<file path="src/mqpub_pkg.sv">
`timescale 1ns / 1ps
// ----------------------------------------------------------------------------
// mqpub_pkg
// Types and codes shared by the MQTT publish handshake core.
// ----------------------------------------------------------------------------
package mqpub_pkg;

  // Event codes
  localparam logic [1:0] OP_PUBLISH = 2'd0;
  localparam logic [1:0] OP_ACK     = 2'd1;
  localparam logic [1:0] OP_TICK    = 2'd2;

  // Received acknowledge packet kinds
  localparam logic [1:0] ACK_PUBACK  = 2'd0;
  localparam logic [1:0] ACK_PUBREC  = 2'd1;
  localparam logic [1:0] ACK_PUBCOMP = 2'd2;

  // Result actions
  localparam logic [2:0] ACT_PUBLISH   = 3'd0;
  localparam logic [2:0] ACT_PUBREL    = 3'd1;
  localparam logic [2:0] ACT_DONE_OK   = 3'd2;
  localparam logic [2:0] ACT_DONE_FAIL = 3'd3;
  localparam logic [2:0] ACT_BUSY      = 3'd4;

  // Quality of service levels
  localparam logic [1:0] QOS_1 = 2'd1;
  localparam logic [1:0] QOS_2 = 2'd2;

  // Configuration register indexes
  localparam int unsigned   CFG_IDX_W        = 1;
  localparam logic [CFG_IDX_W-1:0] REG_REPLY_WAIT = 1'b0;
  localparam logic [CFG_IDX_W-1:0] REG_MAX_TRIES  = 1'b1;
  localparam int unsigned   CFG_DATA_W       = 16;

  // Reset values of the configuration registers
  localparam logic [15:0] DEF_REPLY_WAIT = 16'd100;
  localparam logic [3:0]  DEF_MAX_TRIES  = 4'd3;

  typedef enum logic [2:0] {
    ST_IDLE      = 3'b001,
    ST_WAIT_ACK  = 3'b010,
    ST_WAIT_COMP = 3'b100
  } state_t;

  typedef struct packed {
    logic [1:0]  opcode;
    logic [1:0]  request_qos;
    logic        request_retain;
    logic [1:0]  ack_kind;
    logic [15:0] ack_message_id;
  } in_item_t;

  typedef struct packed {
    logic [2:0]  action;
    logic [15:0] message_id;
    logic [1:0]  qos;
    logic        retain;
    logic        dup;
  } out_item_t;

  typedef struct packed {
    logic [15:0] reply_wait_ticks;
    logic [3:0]  max_tries;
  } cfg_t;

  typedef struct packed {
    logic        busy;
    logic [15:0] next_id;
  } status_t;

endpackage

</file>
<file path="src/mqtt_publish_qos_handshake_core.sv">
`timescale 1ns / 1ps
// ----------------------------------------------------------------------------
// mqtt_publish_qos_handshake_core
// Sender side of the MQTT QoS 1 / QoS 2 publish handshake.
// ----------------------------------------------------------------------------
// The core takes one event per clock while the result side does not stall:
// a publish request, a received acknowledge packet or a one millisecond tick.
// Each accepted event lands in an input register, is evaluated against the
// handshake state once the result register can take its result, and its
// result (if any) is registered in the result register. The state update is
// a single pass of compares and increments.
// A held result blocks the engine but the input register still takes one
// more event. Configuration writes take effect at once and belong to idle
// periods.
// ----------------------------------------------------------------------------
module mqtt_publish_qos_handshake_core (
  input  logic                                 clk,
  input  logic                                 rst,
  input  logic                                 in_valid,
  output logic                                 in_stall,
  input  mqpub_pkg::in_item_t                   in_data,
  output logic                                 out_valid,
  input  logic                                 out_stall,
  output mqpub_pkg::out_item_t                  out_data,
  input  logic                                 cfg_we,
  input  logic [mqpub_pkg::CFG_IDX_W-1:0]      cfg_index,
  input  logic [mqpub_pkg::CFG_DATA_W-1:0]     cfg_data
);

  mqpub_pkg::cfg_t      cfg;
  mqpub_pkg::in_item_t  stage_item;
  mqpub_pkg::out_item_t res_item;
  mqpub_pkg::status_t   status;
  logic                 stage_valid;
  logic                 advance;
  logic                 step;
  logic                 res_valid;

  // Configuration registers: reply timeout and attempt limit
  always_ff @(posedge clk) begin
    if (rst) begin
      cfg.reply_wait_ticks <= mqpub_pkg::DEF_REPLY_WAIT;
      cfg.max_tries        <= mqpub_pkg::DEF_MAX_TRIES;
    end else if (cfg_we) begin
      case (cfg_index)
        mqpub_pkg::REG_REPLY_WAIT: cfg.reply_wait_ticks <= cfg_data;
        mqpub_pkg::REG_MAX_TRIES:  cfg.max_tries        <= cfg_data[3:0];
        default: begin
        end
      endcase
    end
  end

  // Input register; stalls only when it is full and the result side is held
  mqpub_in_stage u_in_stage (
    .clk         (clk),
    .rst         (rst),
    .in_valid    (in_valid),
    .in_stall    (in_stall),
    .in_data     (in_data),
    .advance     (advance),
    .stage_valid (stage_valid),
    .stage_item  (stage_item)
  );

  // Consume the held event whenever the result register can take its result
  assign step = stage_valid && advance;

  mqpub_engine u_engine (
    .clk       (clk),
    .rst       (rst),
    .step      (step),
    .item      (stage_item),
    .cfg       (cfg),
    .res_valid (res_valid),
    .res_item  (res_item),
    .status    (status)
  );

  mqpub_out_stage u_out_stage (
    .clk       (clk),
    .rst       (rst),
    .load      (step),
    .res_valid (res_valid),
    .res_item  (res_item),
    .advance   (advance),
    .out_valid (out_valid),
    .out_stall (out_stall),
    .out_data  (out_data)
  );

  // Only a full input register may push back on the sender
  a_stall_needs_full : assert property (@(posedge clk) disable iff (rst)
    in_stall |-> stage_valid)
    else $error("input stalled with an empty input register");

  // The id counter never hands out zero
  a_next_id_nonzero : assert property (@(posedge clk) disable iff (rst)
    status.next_id != 16'd0)
    else $error("message id counter reached zero");

  // A busy rejection carries no message id
  a_busy_no_id : assert property (@(posedge clk) disable iff (rst)
    (out_valid && out_data.action == mqpub_pkg::ACT_BUSY) |-> out_data.message_id == 16'd0)
    else $error("busy rejection carries a message id");

  // Ordering a PUBLISH or PUBREL leaves an exchange open
  a_send_keeps_busy : assert property (@(posedge clk) disable iff (rst)
    (step && res_valid && (res_item.action == mqpub_pkg::ACT_PUBLISH ||
                           res_item.action == mqpub_pkg::ACT_PUBREL)) |=> status.busy)
    else $error("send ordered but engine went idle");

endmodule

</file>
<file path="src/mqpub_in_stage.sv">
`timescale 1ns / 1ps
// ----------------------------------------------------------------------------
// mqpub_in_stage
// Input register: holds one accepted event until the engine consumes it.
// ----------------------------------------------------------------------------
module mqpub_in_stage (
  input  logic               clk,
  input  logic               rst,
  input  logic               in_valid,
  output logic               in_stall,
  input  mqpub_pkg::in_item_t in_data,
  input  logic               advance,
  output logic               stage_valid,
  output mqpub_pkg::in_item_t stage_item
);

  logic accept;

  assign in_stall = stage_valid && !advance;
  assign accept   = in_valid && !in_stall;

  always_ff @(posedge clk) begin
    if (rst) begin
      stage_valid <= 1'b0;
    end else if (accept) begin
      stage_valid <= 1'b1;
    end else if (advance) begin
      stage_valid <= 1'b0;
    end
  end

  always_ff @(posedge clk) begin
    if (accept) begin
      stage_item <= in_data;
    end
  end

endmodule

</file>
<file path="src/mqpub_engine.sv">
`timescale 1ns / 1ps
// ----------------------------------------------------------------------------
// mqpub_engine
// Handshake state, id counter, retry count and reply timer; one event a step.
// ----------------------------------------------------------------------------
module mqpub_engine (
  input  logic                clk,
  input  logic                rst,
  input  logic                step,
  input  mqpub_pkg::in_item_t  item,
  input  mqpub_pkg::cfg_t      cfg,
  output logic                res_valid,
  output mqpub_pkg::out_item_t res_item,
  output mqpub_pkg::status_t   status
);

  mqpub_pkg::state_t state, state_next;
  logic [1:0]  cur_qos, cur_qos_next;
  logic        cur_retain, cur_retain_next;
  logic [15:0] cur_id, cur_id_next;
  logic [15:0] next_id, next_id_next;
  logic [3:0]  tries, tries_next;
  logic [15:0] wait_timer, wait_timer_next;

  logic        busy;
  logic [1:0]  rq;
  logic [3:0]  tries_inc;

  assign busy      = (state != mqpub_pkg::ST_IDLE);
  assign rq        = (item.request_qos >= mqpub_pkg::QOS_2) ? mqpub_pkg::QOS_2
                                                            : mqpub_pkg::QOS_1;
  assign tries_inc = tries + 4'd1;

  assign status.busy    = busy;
  assign status.next_id = next_id;

  always_comb begin
    state_next      = state;
    cur_qos_next    = cur_qos;
    cur_retain_next = cur_retain;
    cur_id_next     = cur_id;
    next_id_next    = next_id;
    tries_next      = tries;
    wait_timer_next = wait_timer;
    res_valid       = 1'b0;
    res_item.action     = mqpub_pkg::ACT_PUBLISH;
    res_item.message_id = cur_id;
    res_item.qos        = cur_qos;
    res_item.retain     = cur_retain;
    res_item.dup        = 1'b0;

    case (item.opcode)
      mqpub_pkg::OP_PUBLISH: begin
        res_valid = 1'b1;
        if (busy) begin
          res_item.action     = mqpub_pkg::ACT_BUSY;
          res_item.message_id = 16'd0;
          res_item.qos        = rq;
          res_item.retain     = item.request_retain;
        end else begin
          // Take a fresh id; the counter skips zero on wrap
          cur_id_next     = next_id;
          next_id_next    = (next_id == 16'hFFFF) ? 16'd1 : next_id + 16'd1;
          cur_qos_next    = rq;
          cur_retain_next = item.request_retain;
          state_next      = mqpub_pkg::ST_WAIT_ACK;
          tries_next      = 4'd0;
          wait_timer_next = cfg.reply_wait_ticks;
          res_item.message_id = next_id;
          res_item.qos        = rq;
          res_item.retain     = item.request_retain;
        end
      end
      mqpub_pkg::OP_ACK: begin
        if (busy && item.ack_message_id == cur_id) begin
          case (state)
            mqpub_pkg::ST_WAIT_ACK: begin
              if (cur_qos == mqpub_pkg::QOS_1 && item.ack_kind == mqpub_pkg::ACK_PUBACK) begin
                res_valid       = 1'b1;
                res_item.action = mqpub_pkg::ACT_DONE_OK;
                state_next      = mqpub_pkg::ST_IDLE;
                tries_next      = 4'd0;
                wait_timer_next = 16'd0;
              end else if (cur_qos == mqpub_pkg::QOS_2 &&
                           item.ack_kind == mqpub_pkg::ACK_PUBREC) begin
                res_valid       = 1'b1;
                res_item.action = mqpub_pkg::ACT_PUBREL;
                state_next      = mqpub_pkg::ST_WAIT_COMP;
                tries_next      = 4'd0;
                wait_timer_next = cfg.reply_wait_ticks;
              end
            end
            mqpub_pkg::ST_WAIT_COMP: begin
              if (item.ack_kind == mqpub_pkg::ACK_PUBCOMP) begin
                res_valid       = 1'b1;
                res_item.action = mqpub_pkg::ACT_DONE_OK;
                state_next      = mqpub_pkg::ST_IDLE;
                tries_next      = 4'd0;
                wait_timer_next = 16'd0;
              end
            end
            default: begin
            end
          endcase
        end
      end
      mqpub_pkg::OP_TICK: begin
        if (busy) begin
          if (wait_timer > 16'd1) begin
            wait_timer_next = wait_timer - 16'd1;
          end else if (tries_inc >= cfg.max_tries) begin
            res_valid = 1'b1;
            if (state == mqpub_pkg::ST_WAIT_ACK) begin
              // Give up the exchange
              res_item.action = mqpub_pkg::ACT_DONE_FAIL;
              state_next      = mqpub_pkg::ST_IDLE;
              tries_next      = 4'd0;
              wait_timer_next = 16'd0;
            end else begin
              // Restart from PUBLISH, not flagged as a duplicate
              res_item.action = mqpub_pkg::ACT_PUBLISH;
              state_next      = mqpub_pkg::ST_WAIT_ACK;
              tries_next      = 4'd0;
              wait_timer_next = cfg.reply_wait_ticks;
            end
          end else begin
            res_valid       = 1'b1;
            tries_next      = tries_inc;
            wait_timer_next = cfg.reply_wait_ticks;
            if (state == mqpub_pkg::ST_WAIT_ACK) begin
              res_item.action = mqpub_pkg::ACT_PUBLISH;
              res_item.dup    = 1'b1;
            end else begin
              res_item.action = mqpub_pkg::ACT_PUBREL;
            end
          end
        end
      end
      default: begin
      end
    endcase
  end

  always_ff @(posedge clk) begin
    if (rst) begin
      state      <= mqpub_pkg::ST_IDLE;
      cur_qos    <= mqpub_pkg::QOS_1;
      cur_retain <= 1'b0;
      cur_id     <= 16'd0;
      next_id    <= 16'd1;
      tries      <= 4'd0;
      wait_timer <= 16'd0;
    end else if (step) begin
      state      <= state_next;
      cur_qos    <= cur_qos_next;
      cur_retain <= cur_retain_next;
      cur_id     <= cur_id_next;
      next_id    <= next_id_next;
      tries      <= tries_next;
      wait_timer <= wait_timer_next;
    end
  end

endmodule

</file>
<file path="src/mqpub_out_stage.sv">
`timescale 1ns / 1ps
// ----------------------------------------------------------------------------
// mqpub_out_stage
// Result register: holds a result until the downstream side takes it.
// ----------------------------------------------------------------------------
module mqpub_out_stage (
  input  logic                clk,
  input  logic                rst,
  input  logic                load,
  input  logic                res_valid,
  input  mqpub_pkg::out_item_t res_item,
  output logic                advance,
  output logic                out_valid,
  input  logic                out_stall,
  output mqpub_pkg::out_item_t out_data
);

  assign advance = !out_valid || !out_stall;

  always_ff @(posedge clk) begin
    if (rst) begin
      out_valid <= 1'b0;
    end else if (advance) begin
      out_valid <= load && res_valid;
    end
  end

  always_ff @(posedge clk) begin
    if (advance && load && res_valid) begin
      out_data <= res_item;
    end
  end

endmodule
</file>
<file path="config.mk">
export PLATFORM = sky130hd
export DESIGN_NAME = mqtt_publish_qos_handshake_core
export DESIGN_NICKNAME = d
export VERILOG_FILES = /design/src/mqpub_pkg.sv /design/src/mqtt_publish_qos_handshake_core.sv /design/src/mqpub_in_stage.sv /design/src/mqpub_engine.sv /design/src/mqpub_out_stage.sv
export SDC_FILE = /design/constraint.sdc
export NUM_CORES = 1
export LEC_CHECK = 0
export BUFFER_PORTS_ARGS = -buffer_cell sky130_fd_sc_hd__buf_4
export CORE_ASPECT_RATIO = 0.75
export CORE_MARGIN = 2
export CORE_UTILIZATION = 50
export DETAILED_ROUTE_END_ITERATION = 6
export MAX_ROUTING_LAYER = met4
export PLACE_DENSITY = 0.78
export SLEW_MARGIN = 20
export SYNTH_ARGS = -nofsm -noshare
export SYNTH_HDL_FRONTEND = slang
export SYNTH_SLANG_ARGS = --single-unit
</file>
<file path="constraint.sdc">
create_clock -name clk -period 5.7 [get_ports clk]
set_clock_uncertainty 0.2 [all_clocks]
set_input_delay 0.285 -clock clk [delete_from_list [all_inputs] [get_ports clk]]
set_output_delay 0.285 -clock clk [all_outputs]
set_load 0.02 [all_outputs]
</file>
==> results of run 1 <==
power breakdown:
part / internal (uW) / total [uW] / switching (uW)
Sequential: 950 / 971 / 20.4
Combinational: 105 / 247 / 142
Clock: 677 / 1090 / 415
layout by cell type (no fill, tap or decap), types with 4 or more instances in the layout:
master         instances
a21boi_0               4
nor3_1                16
nor4_1                 4
nand2_1              104
or3_1                  6
nand4_1                7
inv_1                 27
dfxtp_1               80
ha_1                  14
a21oi_1               52
xor2_1                13
nand2b_1               5
o31ai_1                4
a32o_1                 4
xnor2_1               23
nor2b_1                4
dlygate4sd3_1         43
nand3_1               35
inv_6                  6
and3_1                 9
nor2_1                51
edfxtp_1              45
buf_4                 72
o21ai_0               26
a211oi_1              10
clkbuf_16             18
cells by family (layout without fill, tap and decap cells):
kind of cell    after synthesis  after routing  share of synthesized area [%]
simple gates                268            268                           21.7
compound gates              136            136                           15.2
flops                       125            125                           50.4
buf+inv                      57            174                           3.80
xor+xnor                     36             36                           5.38
fa+ha+maj                    14             14                           2.99
mux                           3              3                          0.555
layout make-up:
cell class,count,area share (%)
flip-flops and latches,125,39.1
multi-input cells,457,35.9
clock inverters,14,2.06
well taps,162,2.69
inverters,27,1.34
repair buffers,115,12.9
clock buffers,18,5.97
per-layer routing:
layer,wire (um),part of all wire [%],track usage [%]
met5,0,0,-
met4,262,1.7,8.61
met3,1190,7.9,7.07
met2,7070,47,37.6
met1,6570,44,33.8
worst paths after layout:
path / endpoint / slack [ns] / depth (start not counted)
hold / removal: u_engine.wait_timer[2]$_SDFFE_PP0P_ / 0.22 / 2
hold reg to reg: cfg[5]$_SDFFE_PP0P_ / 0.26 / 2
setup / recovery: u_out_stage.out_data[3]$_DFFE_PP_ / 1.98 / 8
setup reg to reg: u_out_stage.out_data[3]$_DFFE_PP_ / 1.98 / 8
state kept, by name, indices dropped and copies added, names as in the netlist:
name,count
u_engine.cur_qos,2
cfg,20
u_in_stage.stage_valid,1
u_engine.cur_id,16
u_engine.state,3
u_out_stage.out_data,23
u_out_stage.out_valid,1
u_in_stage.stage_item,22
u_engine.cur_retain,1
u_engine.tries,4
u_engine.wait_timer,16
u_engine.next_id,16
through the flow:
| step | hold WS (ns) | util, % | instances | power, uW | instance area (um^2) |
|---|---|---|---|---|---|
| floorplan | 0.184 | - | 639 | 1130 | 5860 |
| global placement | 0.243 | 56.3 | 843 | 1200 | 6490 |
| detailed placement | 0.248 | 56.4 | 843 | 1200 | 6500 |
| CTS | 0.190 | 65.4 | 918 | 2320 | 7540 |
| global route | 0.211 | 65.4 | 918 | 2390 | 7540 |
| finish | 0.217 | 65.4 | 918 | 2310 | 7540 |
timing repair:
item                                   4_1_cts  5_1_grt
setup buffers                                0        0
hold buffers                                43        0
endpoints found under the hold margin       44        0
worst max-delay path: cells and delay by family, from the launching register on:
family          cells  cell delay, ns
compound gates      1            0.18
buf+inv             2            0.60
flops               1            0.48
simple gates        5            1.95
==> results.txt, run 1 <==
outcome - finished, final reports clean
synth top area cells - dfxtp_1 27%, edfxtp_1 23%, nand2_1 6.7%, a21oi_1 4.4%, xnor2_1 3.4%
Synth top cells by count - 104 x nand2_1, 80 x dfxtp_1, 52 x a21oi_1
Syn Inst Count - 639
die width - 129 um
Total Wirelength - 15100 um
first-pass GRT wire length - 24100 um
clock slew at reported path FFs - 0.06 ns
Worst Path Max Fanout - 21
post-cts sizing count - 0
drt first pass iters - 5
crit path cell chain - nor3b_2, buf_4, or3_1, or3_1, nor3_1, a211oi_1, nor3_2, buf_4
Layout fillers - 890
syn_area_per_cell - 9.17 um^2
number of synthesized flops with an enable pin - 45
placed wire-length estimate - 9770 um
pwr/cell area - 306 nW/um^2
register area share after synthesis - 50.4%
fin nets - 802
Setup CP Type - reg -> reg
Routed Antenna Nets - 0
n_diodes - 0
IR drop worst, VDD - 191 uV
total gr overflow - 0
crit path from - u_engine.state[1]$_SDFFE_PP0P_
reg2reg start - u_engine.state[1]$_SDFFE_PP0P_
FF/Latch Area - 2950 um^2
Starting DRT DRC Count - 589
Total GRT Usage - 25.4%
Core Area - 11500 um^2
number of global-route vias before repair - 4845
share of cells above drive strength 1 - 16.0%
initial core utilization - 50.8%
top_reg_cell synth - dfxtp_1
vias per cell - 5.64
leak pwr - 0.00284 uW
Worst Setup Start Kind - flop
die area - 12600 um^2
Synth area leader - dfxtp_1
CTS tree - yes
Hold Violations, Final - 0
final setup violation count - 0
share of the synthesized area in the top cell type - 27.3%
clock latency on the worst-skew pair - 0.41 ns
fin crit share - 65.3%
worst-margin pin slew - 1.15 ns
RSZ-0062 raised after global routing - no
CTS H-Tree Depth - 4
Worst path slowest cell - nor3_2
Longest Clk Path Bufs - 2
total vias in the final route - 5177
# IOs - 70
crit end category - flop
Seq cells post-synth - 125
Netlist cell types - 63
GPL Wtd Cong - 0.973
max-cap violation count - 0
IO Port Bufs - 68
setup TNS - 0 ns
slowest stage delay, CP - 0.77 ns
most numerous cell in the Yosys netlist - nand2_1
WP data required - 5.61 ns
final slew viol count - 0
CTS Buf Count - 17
height of the die - 97.7 um
Hold WC Path Type - in -> reg
Slew headroom - 23.2%
Fmax - 269 MHz
HP Start - rst
Ys Warns - 0
CTS root buf - clkbuf_16
largest net degree at the start of global routing - 62
WL/cell - 16.4 um
P&R area growth vs syn - 28.8%
Async S/R FF share, synth - 0%
Worst Setup Slack, final - 1.98 ns
Synth Net Count - 698
Period minus WS final - 3.72 ns
pre-CTS WS - 1.99 ns
multi-input logic area - 2710 um^2
cell area after synthesis - 5860 um^2
initial antenna violation count - 0
DRC - 0
row count - 34
CP Data Arrival Time - 3.63 ns
CTS sink count - 125
Power figures use the tool's default switching activity.
==> run 2, diff against run 1 <==
- clock period: 5.7 -> 3.5 ns (I/O delays scaled with it)
==> results.txt, run 2 (synthesized netlist as in run 1, its figures left out) <==
outcome - finished, final reports clean
Worst path slowest cell - o22ai_2
Starting DRT DRC Count - 609 (+3.4%)
fin nets - 812 (+1.2%)
largest net degree at the start of global routing - 62 (unchanged)
crit end category - flop
row count - 34 (unchanged)
Fmax - 308 MHz (+15%)
CTS root buf - clkbuf_16
commonest non-fill, non-tap cell in the layout - nand2_1
clock slew at reported path FFs - 0.06 ns (about the same)
die area - 12600 um^2 (unchanged)
total gr overflow - 0 (unchanged)
CP Data Arrival Time - 3.36 ns (-0.27 ns)
multi-input logic area - 2710 um^2 (-0.14%)
most frequent cells in the layout - 104 x nand2_1, 80 x dfxtp_1, 80 x buf_4, 52 x a21oi_1, 51 x nor2_1
Routed Antenna Nets - 0 (unchanged)
placed inst area - 6560 um^2 (+0.90%)
fin crit share - 92.7% (+27 points)
Setup Buffers After CTS - 0 (unchanged)
GPL Wtd Cong - 0.954 (-1.9%)
Worst Setup Start Kind - flop
placed wire-length estimate - 10300 um (+5.1%)
WL/cell - 16.9 um (+3.0%)
critical path depth - 7 (-1)
share of cells above drive strength 1 - 16.6% (+0.57 points)
Hold Path Depth - 2 (unchanged)
Slew headroom - 31.5% (+8.2 points)
CTS H-Tree Depth - 4 (unchanged)
vias per cell - 5.70 (+0.99%)
register with the most flip-flops - u_out_stage.out_data
clock latency on the worst-skew pair - 0.41 ns (about the same)
CP top delay family - compound AO/OA/AOI/OAI gates
Buf/Inv on CP - 1 (-1)
R2R depth - 7 (-1)
final setup violation count - 0 (unchanged)
initial antenna violation count - 0 (unchanged)
final slew viol count - 0 (unchanged)
WP data required - 3.62 ns (-1.99 ns)
FF/Latch Area - 2950 um^2 (unchanged)
# IOs - 70 (unchanged)
Period minus WS final - 3.24 ns (-0.480 ns)
height of the die - 97.7 um (unchanged)
number of global-route vias before repair - 5175 (+6.8%)
Core Area - 11500 um^2 (unchanged)
CTS Buf Count - 17 (unchanged)
drt first pass iters - 6 (+1)
largest registers - u_out_stage.out_data: 23 flops, u_in_stage.stage_item: 22 flops, cfg: 20 flops
Finished Cell Area - 7660 um^2 (+1.6%)
setup TNS - 0 ns (unchanged)
Hold WC Path Type - in -> reg
total vias in the final route - 5285 (+2.1%)
CTS sink count - 125 (unchanged)
Setup CP Type - reg -> reg
Total Wirelength - 15700 um (+4.2%)
RSZ-0062 raised after global routing - no
Longest Clk Path Bufs - 2 (unchanged)
IR drop worst, VDD - 408 uV (+110%)
worst-margin pin slew - 1.03 ns (-0.123 ns)
first-pass GRT wire length - 25500 um (+6.0%)
P&R area growth vs syn - 30.8%
pwr/cell area - 512 nW/um^2 (+67%)
leak pwr - 0.00291 uW (+2.4%)
fin util - 66.5% (+1.0 points)
Hold WS - 0.106 ns (-0.111 ns)
IO Port Bufs - 68 (unchanged)
Total GRT Usage - 26.8% (+1.3 points)
DRC - 0 (unchanged)
Largest register FFs - 23 (unchanged)
Worst Path Max Fanout - 16 (-24%)
max-cap violation count - 0 (unchanged)
die width - 129 um (unchanged)
CTS tree - yes
n_diodes - 0 (unchanged)
crit path cell chain - or4bb_1, a2111oi_0, o311ai_0, o22ai_2, buf_4, nor2_1, a211oi_1
Reg2Reg Setup Slack - 0.26 ns (-1.72 ns)
initial core utilization - 50.8% (unchanged)
slowest stage delay, CP - 0.59 ns (-0.18 ns)
Layout fillers - 893 (+0.34%)
Hold Violations, Final - 0 (unchanged)
-- run 2: changes by cell type in the layout (fill, tap and decap cells not counted), sizes merged --
cell / previous run / this run
buf: 72 / 81
bufinv: 2 / 5
clkbuf: 18 / 17
clkinv: 4 / 7
clkinvlp: 2 / 1
dlygate4sd3: 43 / 44
inv: 33 / 29
-- run 2: final cells by class --
cell class / instances / share of cell area [%]
sequential: 125 / 38.5
multi-input combinational: 457 / 35.3
timing repair buffer: 125 / 13.8
clock buffer: 17 / 5.55
clock inverter: 15 / 2.86
tap: 162 / 2.64
inverter: 27 / 1.32
-- run 2: metal layers --
layer | global-route usage [%] | up-vias | wire length (um)
li1 | - | 2495 | -
met1 | 33.9 | 2508 | 6620
met2 | 41.5 | 252 | 7500
met3 | 7.18 | 30 | 1320
met4 | 9.53 | 0 | 285
met5 | - | - | 0
-- run 2: power breakdown --
group / leakage, uW / internal, uW / switching [uW]
logic: 0.00149 / 183 / 238
clock network: 0.000313 / 1260 / 662
registers: 0.00110 / 1550 / 33.7
total: 0.00291 / 2990 / 934
-- run 2: path summary, 6_finish.rpt --
kind                                            start                             endpoint
hold reg to reg                  cfg[19]$_SDFFE_PP0P_                 cfg[19]$_SDFFE_PP0P_
setup / recovery  u_in_stage.stage_item[16]$_DFFE_PP_  u_engine.wait_timer[1]$_SDFFE_PP0P_
setup reg to reg  u_in_stage.stage_item[16]$_DFFE_PP_  u_engine.wait_timer[1]$_SDFFE_PP0P_
hold / removal                                    rst    u_engine.next_id[12]$_SDFFE_PP0P_
-- run 2: through the flow --
step                setup WS [ns]  cells  power [uW]
floorplan                   0.339    639        1850
global placement            0.280    851        1960
detailed placement          0.179    851        1970
CTS                         0.174    927        3920
global route               0.0584    928        4040
finish                      0.257    928        3930
-- run 2: repair_timing --
action,CTS,global route
hold buffers,44,0
gates resized for setup,0,0
setup endpoints to repair,0,0
endpoints found under the hold margin,44,0
==> run 3, diff against run 2 <==
- ABC_AREA: default -> 1
==> results.txt, run 3 <==
outcome - finished, final reports clean
Fmax - 371 MHz (+20%)
number of global-route vias before repair - 5098 (-1.5%)
max-cap violation count - 0 (unchanged)
leak pwr - 0.00371 uW (+28%)
IO Port Bufs - 68 (unchanged)
setup TNS - 0 ns (unchanged)
crit end category - flop
Longest Clk Path Bufs - 2 (unchanged)
Setup CP Type - reg -> reg
share of cells above drive strength 1 - 14.2% (-2.4 points)
Syn Inst Count - 851 (+33%)
Total Wirelength - 15600 um (-0.55%)
fin nets - 1030 (+27%)
Worst Setup Start Kind - flop
CTS H-Tree Depth - 4 (unchanged)
row count - 35 (+2.9%)
Netlist cell types - 40 (-37%)
Async S/R FF share, synth - 0% (unchanged)
most numerous cell in the Yosys netlist - nand2_1
placed wire-length estimate - 10500 um (+2.5%)
cell area after synthesis - 6330 um^2 (+8.1%)
syn_area_per_cell - 7.44 um^2 (-19%)
clock latency on the worst-skew pair - 0.42 ns (about the same)
initial antenna violation count - 0 (unchanged)
Worst Path Max Fanout - 11 (-5)
top_reg_cell synth - dfxtp_1
pre-CTS WS - 0.813 ns (+0.634 ns)
final setup violation count - 0 (unchanged)
Core Area - 12300 um^2 (+6.7%)
IR drop worst, VDD - 357 uV (-12%)
Total GRT Usage - 24.9% (-1.9 points)
DRC - 0 (unchanged)
Period minus WS final - 2.70 ns (-0.548 ns)
most frequent cells in the layout - 239 x nand2_1, 153 x nor2_1, 80 x inv_1, 80 x dfxtp_1, 79 x buf_4
CTS root buf - clkbuf_16
Largest register FFs - 23 (unchanged)
total gr overflow - 0 (unchanged)
Hold WC Path Type - reg -> reg
vias per cell - 5.01 (-12%)
Starting DRT DRC Count - 603 (-0.99%)
P&R area growth vs syn - 26.9%
total vias in the final route - 5758 (+8.9%)
Synth area leader - dfxtp_1
fin crit share - 77.0% (-16 points)
Setup Buffers After CTS - 0 (unchanged)
height of the die - 101 um (+3.8%)
Worst Setup Slack, final - 0.804 ns (+0.548 ns)
first-pass GRT wire length - 25600 um (+0.30%)
die area - 13600 um^2 (+7.8%)
drt first pass iters - 5 (-1)
fin util - 65.3% (-1.1 points)
Ys Warns - 0 (unchanged)
synth top area cells - dfxtp_1 25%, edfxtp_1 21%, nand2_1 14%, nor2_1 9.1%, inv_1 4.7%
Synth Net Count - 910 (+30%)
RSZ-0062 raised after global routing - no
# IOs - 70 (unchanged)
Routed Antenna Nets - 0 (unchanged)
CTS Buf Count - 17 (unchanged)
worst-margin pin slew - 0.983 ns (-0.0425 ns)
CTS sink count - 125 (unchanged)
largest registers - u_out_stage.out_data: 23 flops, u_in_stage.stage_item: 22 flops, cfg: 20 flops
pwr/cell area - 484 nW/um^2 (-5.6%)
register with the most flip-flops - u_out_stage.out_data
commonest non-fill, non-tap cell in the layout - nand2_1
clock slew at reported path FFs - 0.06 ns (about the same)
GPL Wtd Cong - 0.916 (-3.9%)
die width - 134 um (+3.9%)
register area share after synthesis - 46.6% (-3.8 points)
n_diodes - 0 (unchanged)
Seq cells post-synth - 125 (unchanged)
Layout fillers - 1026 (+15%)
share of the synthesized area in the top cell type - 25.3% (-2.1 points)
WL/cell - 13.6 um (-20%)
Synth top cells by count - 239 x nand2_1, 153 x nor2_1, 80 x dfxtp_1, 80 x inv_1, 53 x nand3_1
number of synthesized flops with an enable pin - 45 (unchanged)
Hold Violations, Final - 0 (unchanged)
WP data required - 3.42 ns (-0.20 ns)
CP Data Arrival Time - 2.61 ns (-0.75 ns)
CTS tree - yes
final slew viol count - 0 (unchanged)
largest net degree at the start of global routing - 38 (-39%)
initial core utilization - 51.5% (+0.67 points)
Slew headroom - 34.4% (+2.9 points)
[run 3: repair_timing]
item | CTS | global route
endpoints found under the hold margin | 56 | 0
hold buffers | 45 | 0
resized for setup | 0 | 0
[run 3: through the flow]
stage | std cells | power (uW) | hold WS (ns) | area [um^2]
final | 1150 | 3890 | 0.274 | 8040
after global routing | 1150 | 4050 | 0.268 | 8040
after CTS | 1150 | 3900 | 0.269 | 8040
after detailed placement | 1073 | 2190 | 0.154 | 7030
after global placement | 1073 | 2180 | 0.153 | 7030
after floorplan | 851 | 2030 | 0.0535 | 6330
[run 3: layout make-up]
type | instances | area [um^2] | share of cell area, %
multi-input combinational | 610 | 2910 | 36.2
tap | 166 | 208 | 2.58
clock buffer | 20 | 437 | 5.43
inverter | 92 | 345 | 4.30
timing repair buffer | 125 | 1060 | 13.2
sequential | 125 | 2950 | 36.7
clock inverter | 12 | 121 | 1.51
[run 3: logic make-up after synthesis]
logic type / synth area share, %
xor+xnor: 3.32
buf+inv: 7.41
simple gates: 31.5
compound gates: 8.35
flops: 46.6
fa+ha+maj: 2.77
[run 3: where the power goes]
group / total [uW] / leakage [uW] / switching (uW) / internal [uW]
Clock: 1670 / 0.000271 / 634 / 1040
Combinational: 608 / 0.00235 / 368 / 241
Sequential: 1610 / 0.00109 / 40.5 / 1570
Total: 3890 / 0.00371 / 1040 / 2850
[run 3: final timing paths]
| path | start | endpoint | slack (ns) | cells past startpoint |
|---|---|---|---|---|
| min | cfg[2]$_SDFFE_PP0P_ | cfg[2]$_SDFFE_PP0P_ | 0.27 | 2 |
| max | u_in_stage.stage_item[22]$_DFFE_PP_ | u_out_stage.out_data[15]$_DFFE_PP_ | 0.80 | 11 |
| min reg2reg | cfg[2]$_SDFFE_PP0P_ | cfg[2]$_SDFFE_PP0P_ | 0.27 | 2 |
| max reg2reg | u_in_stage.stage_item[22]$_DFFE_PP_ | u_out_stage.out_data[15]$_DFFE_PP_ | 0.80 | 11 |
[run 3: critical path: stages (launching register included)]
cell and delay (ns):
edfxtp_1 0.43, inv_1 0.10, ha_1 0.30, inv_2 0.09, nor2_1 0.24, nand2_1 0.08, nand2_1 0.08, nand4_1 0.09
nand3_1 0.08, nand2_1 0.08, inv_1 0.35, buf_4 0.27
[run 3: metal layers]
metal | global-route usage, % | up-vias | wire length [um]
met5 | - | - | 0
li1 | - | 2962 | -
met4 | 6.96 | 0 | 204
met1 | 36.6 | 2561 | 7760
met3 | 5.36 | 16 | 1270
met2 | 34.2 | 219 | 6410
